$ cat src/ptd_pkg.sv
`timescale 1ns / 1ps

package ptd_pkg;

	// Table size and derived widths.
	localparam int NUM_TASKS   = 8;
	localparam int MAX_RESULTS = 8;
	localparam int SLOT_W      = (NUM_TASKS > 1) ? $clog2(NUM_TASKS) : 1;
	localparam int CNT_W       = $clog2(NUM_TASKS + 1);
	localparam int FOUND_W     = $clog2(MAX_RESULTS + 1);

	// Field widths of the request and result channels, the tick counter and its step count.
	localparam int OP_W     = 3;
	localparam int IDX_W    = 3;
	localparam int PERIOD_W = 16;
	localparam int TICK_W   = 32;
	localparam int STEP_W   = $clog2(TICK_W);

	// Operation codes.
	localparam logic [OP_W-1:0] OP_TICK    = 3'd0;
	localparam logic [OP_W-1:0] OP_CREATE  = 3'd1;
	localparam logic [OP_W-1:0] OP_SUSPEND = 3'd2;
	localparam logic [OP_W-1:0] OP_RESUME  = 3'd3;
	localparam logic [OP_W-1:0] OP_DELETE  = 3'd4;

	// What the output register is loaded with.
	typedef enum logic [1:0] {
		PUSH_ACK,
		PUSH_PEND,
		PUSH_PEND_LAST
	} push_kind_t;

	// Commands from the controller to the datapath.
	typedef struct packed {
		logic       in_ready;
		logic       mod_start;
		logic       slot_next;
		logic       pend_set;
		logic       push;
		push_kind_t push_kind;
	} ptd_cmd_t;

	// Status from the datapath to the controller.
	typedef struct packed {
		logic in_valid;
		logic in_tick;
		logic scan_end;
		logic eligible;
		logic mod_busy;
		logic rem_zero;
		logic pend_valid;
		logic out_free;
	} ptd_stat_t;

endpackage

$ cat src/ptd_ctrl.sv
`timescale 1ns / 1ps

module ptd_ctrl import ptd_pkg::*; (
	input  logic      clk,
	input  logic      arst_n,
	input  ptd_stat_t st,
	output ptd_cmd_t  cmd
);

	localparam logic [2:0] S_IDLE  = 3'd0;
	localparam logic [2:0] S_ACK   = 3'd1;
	localparam logic [2:0] S_SCAN  = 3'd2;
	localparam logic [2:0] S_DIV   = 3'd3;
	localparam logic [2:0] S_HIT   = 3'd4;
	localparam logic [2:0] S_FLUSH = 3'd5;

	logic [2:0] state_q;
	logic [2:0] state_d;

	// Next state and commands.
	always_comb begin
		state_d       = state_q;
		cmd.in_ready  = 1'b0;
		cmd.mod_start = 1'b0;
		cmd.slot_next = 1'b0;
		cmd.pend_set  = 1'b0;
		cmd.push      = 1'b0;
		cmd.push_kind = PUSH_ACK;
		unique case (state_q)
			S_IDLE: begin
				cmd.in_ready = 1'b1;
				if (st.in_valid) begin
					state_d = st.in_tick ? S_SCAN : S_ACK;
				end
			end
			S_ACK: begin
				if (st.out_free) begin
					cmd.push = 1'b1;
					state_d  = S_IDLE;
				end
			end
			S_SCAN: begin
				if (st.scan_end) begin
					state_d = S_FLUSH;
				end else if (st.eligible) begin
					cmd.mod_start = 1'b1;
					state_d       = S_DIV;
				end else begin
					cmd.slot_next = 1'b1;
				end
			end
			S_DIV: begin
				if (!st.mod_busy) begin
					if (st.rem_zero) begin
						state_d = S_HIT;
					end else begin
						cmd.slot_next = 1'b1;
						state_d       = S_SCAN;
					end
				end
			end
			S_HIT: begin
				// A due task is held back until the next one shows whether it is the last.
				if (!st.pend_valid) begin
					cmd.pend_set  = 1'b1;
					cmd.slot_next = 1'b1;
					state_d       = S_SCAN;
				end else if (st.out_free) begin
					cmd.push      = 1'b1;
					cmd.push_kind = PUSH_PEND;
					cmd.pend_set  = 1'b1;
					cmd.slot_next = 1'b1;
					state_d       = S_SCAN;
				end
			end
			S_FLUSH: begin
				if (st.out_free) begin
					cmd.push      = 1'b1;
					cmd.push_kind = st.pend_valid ? PUSH_PEND_LAST : PUSH_ACK;
					state_d       = S_IDLE;
				end
			end
			default: state_d = S_IDLE;
		endcase
	end

	// State register.
	always_ff @(posedge clk or negedge arst_n) begin
		if (!arst_n) begin
			state_q <= S_IDLE;
		end else begin
			state_q <= state_d;
		end
	end

endmodule

$ cat config.mk
export PLATFORM = sky130hd
export DESIGN_NAME = ptd_ctrl
export DESIGN_NICKNAME = d
export VERILOG_FILES = /design/src/ptd_pkg.sv /design/src/ptd_ctrl.sv
export SDC_FILE = /design/constraint.sdc
export NUM_CORES = 1
export LEC_CHECK = 0
export ABC_AREA = 1
export BUFFER_PORTS_ARGS = -buffer_cell sky130_fd_sc_hd__buf_2
export CORE_AREA = 2 2 39 41
export CTS_CLUSTER_DIAMETER = 40
export CTS_CLUSTER_SIZE = 24
export DETAILED_ROUTE_END_ITERATION = 16
export DIE_AREA = 0 0 41 43
export PLACE_DENSITY = 0.65
export SLEW_MARGIN = 20
export SYNTH_ARGS = -nofsm -noshare
export SYNTH_HDL_FRONTEND = slang
export SYNTH_SLANG_ARGS = --single-unit
$ cat constraint.sdc
create_clock -name clk -period 2.68 [get_ports clk]
set_input_delay 0.268 -clock clk [delete_from_list [all_inputs] [get_ports clk]]
set_output_delay 0.268 -clock clk [all_outputs]
set_load 0.01 [all_outputs]
# Word level (Yosys, flattened, before mapping)
# Cells that the tools add are included.
[classes]
eq_ne = 10
n_reduce_logical = 3
n_mux = 27
[op_table]
columns = ["operator", "n"]
rows = [
  ["two-way mux 3 bit", 10],
  ["case mux 3 bit (5 select lines)", 1],
  ["two-way mux 1 bit", 8],
  ["two-way mux 2 bit", 4],
  ["equality test 3 x 2 -> 1 bit, second input constant", 2],
  ["equality test 3 bit, second input constant", 2],
  ["inequality test 3 bit, second input constant", 2],
  ["case mux 1 bit (3 select lines)", 2],
  ["two-way mux 5 bit", 1],
  ["AND reduction 5 bit", 1],
  ["inequality test 2 bit, second input constant", 2],
  ["case mux 2 bit (2 select lines)", 1],
  ["equality test 3 x 1 -> 1 bit, second input constant", 1],
  ["logical NOT 3 bit", 1],
  ["inequality test 2 x 1 -> 1 bit, second input constant", 1],
  ["OR reduction 2 bit", 1],
]
[totals]
wordCells = 41
reg_bits = 3

# Depth between registers and ports, before layout
[depth]
depth_word = 4
ltp_mapped = 8

# Least setup slack after synthesis
# OpenSTA, ideal clock, no wires.
[synth_path]
path_type = "register to output"
start = "register state_q[2]"
end = "output port cmd[2] (netlist bit)"
path_buffers = 1
path_slack_ps = 1323
stages_incl_launch_ff = 5
arrival_time_ps = 1089
required_ps = 2412
path_cell_list = "dfrtp_1 -> buf_4 -> nand3_1 -> nor3_1 -> o21bai_1"
[synth_lines]
columns = ["item", "line", "rtl"]
rows = [
  ["from (decl)", "ptd_ctrl.sv:17", "logic [2:0] state_q;"],
  ["from (signal assigned)", "ptd_ctrl.sv:92", "state_q <= state_d;"],
  ["to (decl)", "ptd_ctrl.sv:7", "output ptd_cmd_t cmd"],
]

==> results.toml <==
[floorplan]
fp.dieW_um = 41
io_pins = 17
dieArea_um2 = 1763
rows = 14
start_util_pct = 28.57
core_um2 = 1384
die_y_um = 43

[cells_and_area]
drive_gt1_share_pct = 35.00
final_nets = 91
largest_reg_flops = 3
fillers = 168
diodes = 0
syn_to_final_growth_pct = 29.75
mostFrequentLayoutCells = "buf_2, nand2_1, inv_1"
final_common_cell = "buf_2"
instances_no_fill = 96
largest-register = "state_q"
design_area_um2 = 513.0
top_regs = "state_q (3)"

[timing]
worst_pin_slew_ps = 420.7
fmax_mhz = 581.1
period_needed_ps = 1721
report.final.slew_viol_count = 0
fin_skew_ps = 1.119
rsz0062_at_grt = "false"
tns_ps = 0
final-setup-viol-count = 0
slew_headroom_pct = 71.95
period_share_pct = 64.21
hold_viol = 0

[worst_hold_path]
worst_hold_startpoint = "st[6]"
hold_class = "primary input to flip-flop"

[setup_path]
crit_path_max_fanout = 10
path_class = "flip-flop to output pin"
endpoint = "cmd[2]"
worstSetupEndpointType = "output pin"
startpoint = "state_q[2]"
start_kind = "flip-flop"
worstPathArrival_ps = 1450
reg2reg_depth = 7
r2r_end = "state_q[2]"
reg2reg_slack_ps = 1430
required_ps = 2410
reg2reg_from = "state_q[2]"

[placed_design]
place_area_um2 = 476.7
place_congestion = 0.7219
portBuffers = 16
hpwlAfterDp_um = 719.2
place_inst = 91

[routing]
num_vias = 434
routedWlPerCell_um = 9.146
detail-route-antenna-nets = 0
drcViolationCount = 0
viasPerCell = 4.521
first_pass_iters = 4
wl_um = 878
initialDrtViolationCount = 5

[yosys]
syn_area_um2 = 395.4
synth_seq_cells = 3
ys_types = 20
ys_seq_area_share_pct = 18.99
syn_area_per_cell_um2 = 6.482
synthTopCellsByArea = "dfrtp_1, nand2_1, nand3_1"
yosys.area.top_type = "dfrtp_1"
netlist_instances = 61
synth_nets = 71
yosysWarnings = 0
synth_top_area_share_pct = 18.99

[power_and_ir_drop]
p_per_area_nw_per_um2 = 866.7
p_total_w = 0.0004446
peakVddDrop_v = 0.0003398
p_leak_nw = 0.3016

[global_routing]
first_global_vias = 356
antenna_found_initial = 0
grt_pass1_wl_mm = 1.469
grt_use_total_pct = 12.07
grt_max_degree = 11
grt_overflow_total = 0

[clock_network]
clk_pin_slew_ps = 40
post-cts-setup-buffers = 0
clockBufferDepth = 2
clk_latency_ps = 230
clock_sinks = 3
cts_tree = "built"
htree_levels = 1
cts_inserted_buffers = 3
root_buffer = "clkbuf_4"

[run]
cap_viol_max_count = 0

[status]
status = "finished clean"
==> area by class of cell <==
cell class              instances  area [um2]  share of cell area (%)
multi-input cells              44       256.5                   50.00
repair buffers                 17       90.09                   17.56
flip-flops and latches          3       75.07                   14.63
inverters                      12       45.04                   8.780
clock buffers                   4       26.28                   5.122
well taps                      16       20.02                   3.902
==> synth_stat cells <==
library cell	instances
nand3_2	2
inv_2	1
nor2_8	1
nand3_1	9
a211oi_1	1
nor2_1	6
nand2_1	14
nand4_1	1
inv_1	11
nor2_4	1
o21ai_0	1
nor2_2	2
buf_4	1
buf_6	1
nor3_1	2
nand4_4	1
o221ai_1	1
dfrtp_1	3
o21bai_1	1
nand2_2	1
==> layer usage <==
layer	vias to the layer above	routed length, um	track usage (%)
li1	232	-	-
met1	189	417	17.15
met2	13	400	15.63
met3	0	60	2.618
met4	0	0	8.000
met5	-	0	0
==> power by group <==
| group | internal, W | switching (W) | leakage, nW |
|---|---|---|---|
| Sequential | 0.0000637 | 0.0000495 | 0.0384 |
| Clock | 0.0000558 | 0.0000233 | 0.0150 |
| Combinational | 0.000102 | 0.000150 | 0.248 |
==> critical path, stage by stage (launching register included) <==
cell and delay, ps:
dfrtp_1 590, nand3_1 160, nor3_1 200, o21bai_1 130, buf_2 140
==> per-stage QoR <==
step                      setup slack (ps)  hold WS (ps)  utilization [%]
after floorplan                       1323        -27.59                -
after global placement                1268         66.39            34.45
after detailed placement              1217         67.51            34.45
after CTS                            948.7         345.3            37.07
after global routing                 791.2         354.8            37.07
final                                959.2         347.6            37.07
==> cell families after synthesis <==
kind of cell	share of synthesized area [%]
buf+inv	16.14
flops	18.99
simple gates	57.60
compound gates	7.279
==> worst min-delay path by stage <==
stage | to | cells after the start
3_5_place_dp | state_q[1] | 1
6_report | state_q[0] | 4
3_3_place_gp | state_q[0] | 1
4_1_cts | state_q[0] | 4
5_1_grt | state_q[1] | 2
2_1_floorplan | state_q[0] | 0
==> what timing repair did <==
action                                 CTS  global route
endpoints found under the hold margin    3             0
gates resized for setup                  0             0
hold buffers                             1             0
No activity file was read; power rests on OpenSTA's default activity.
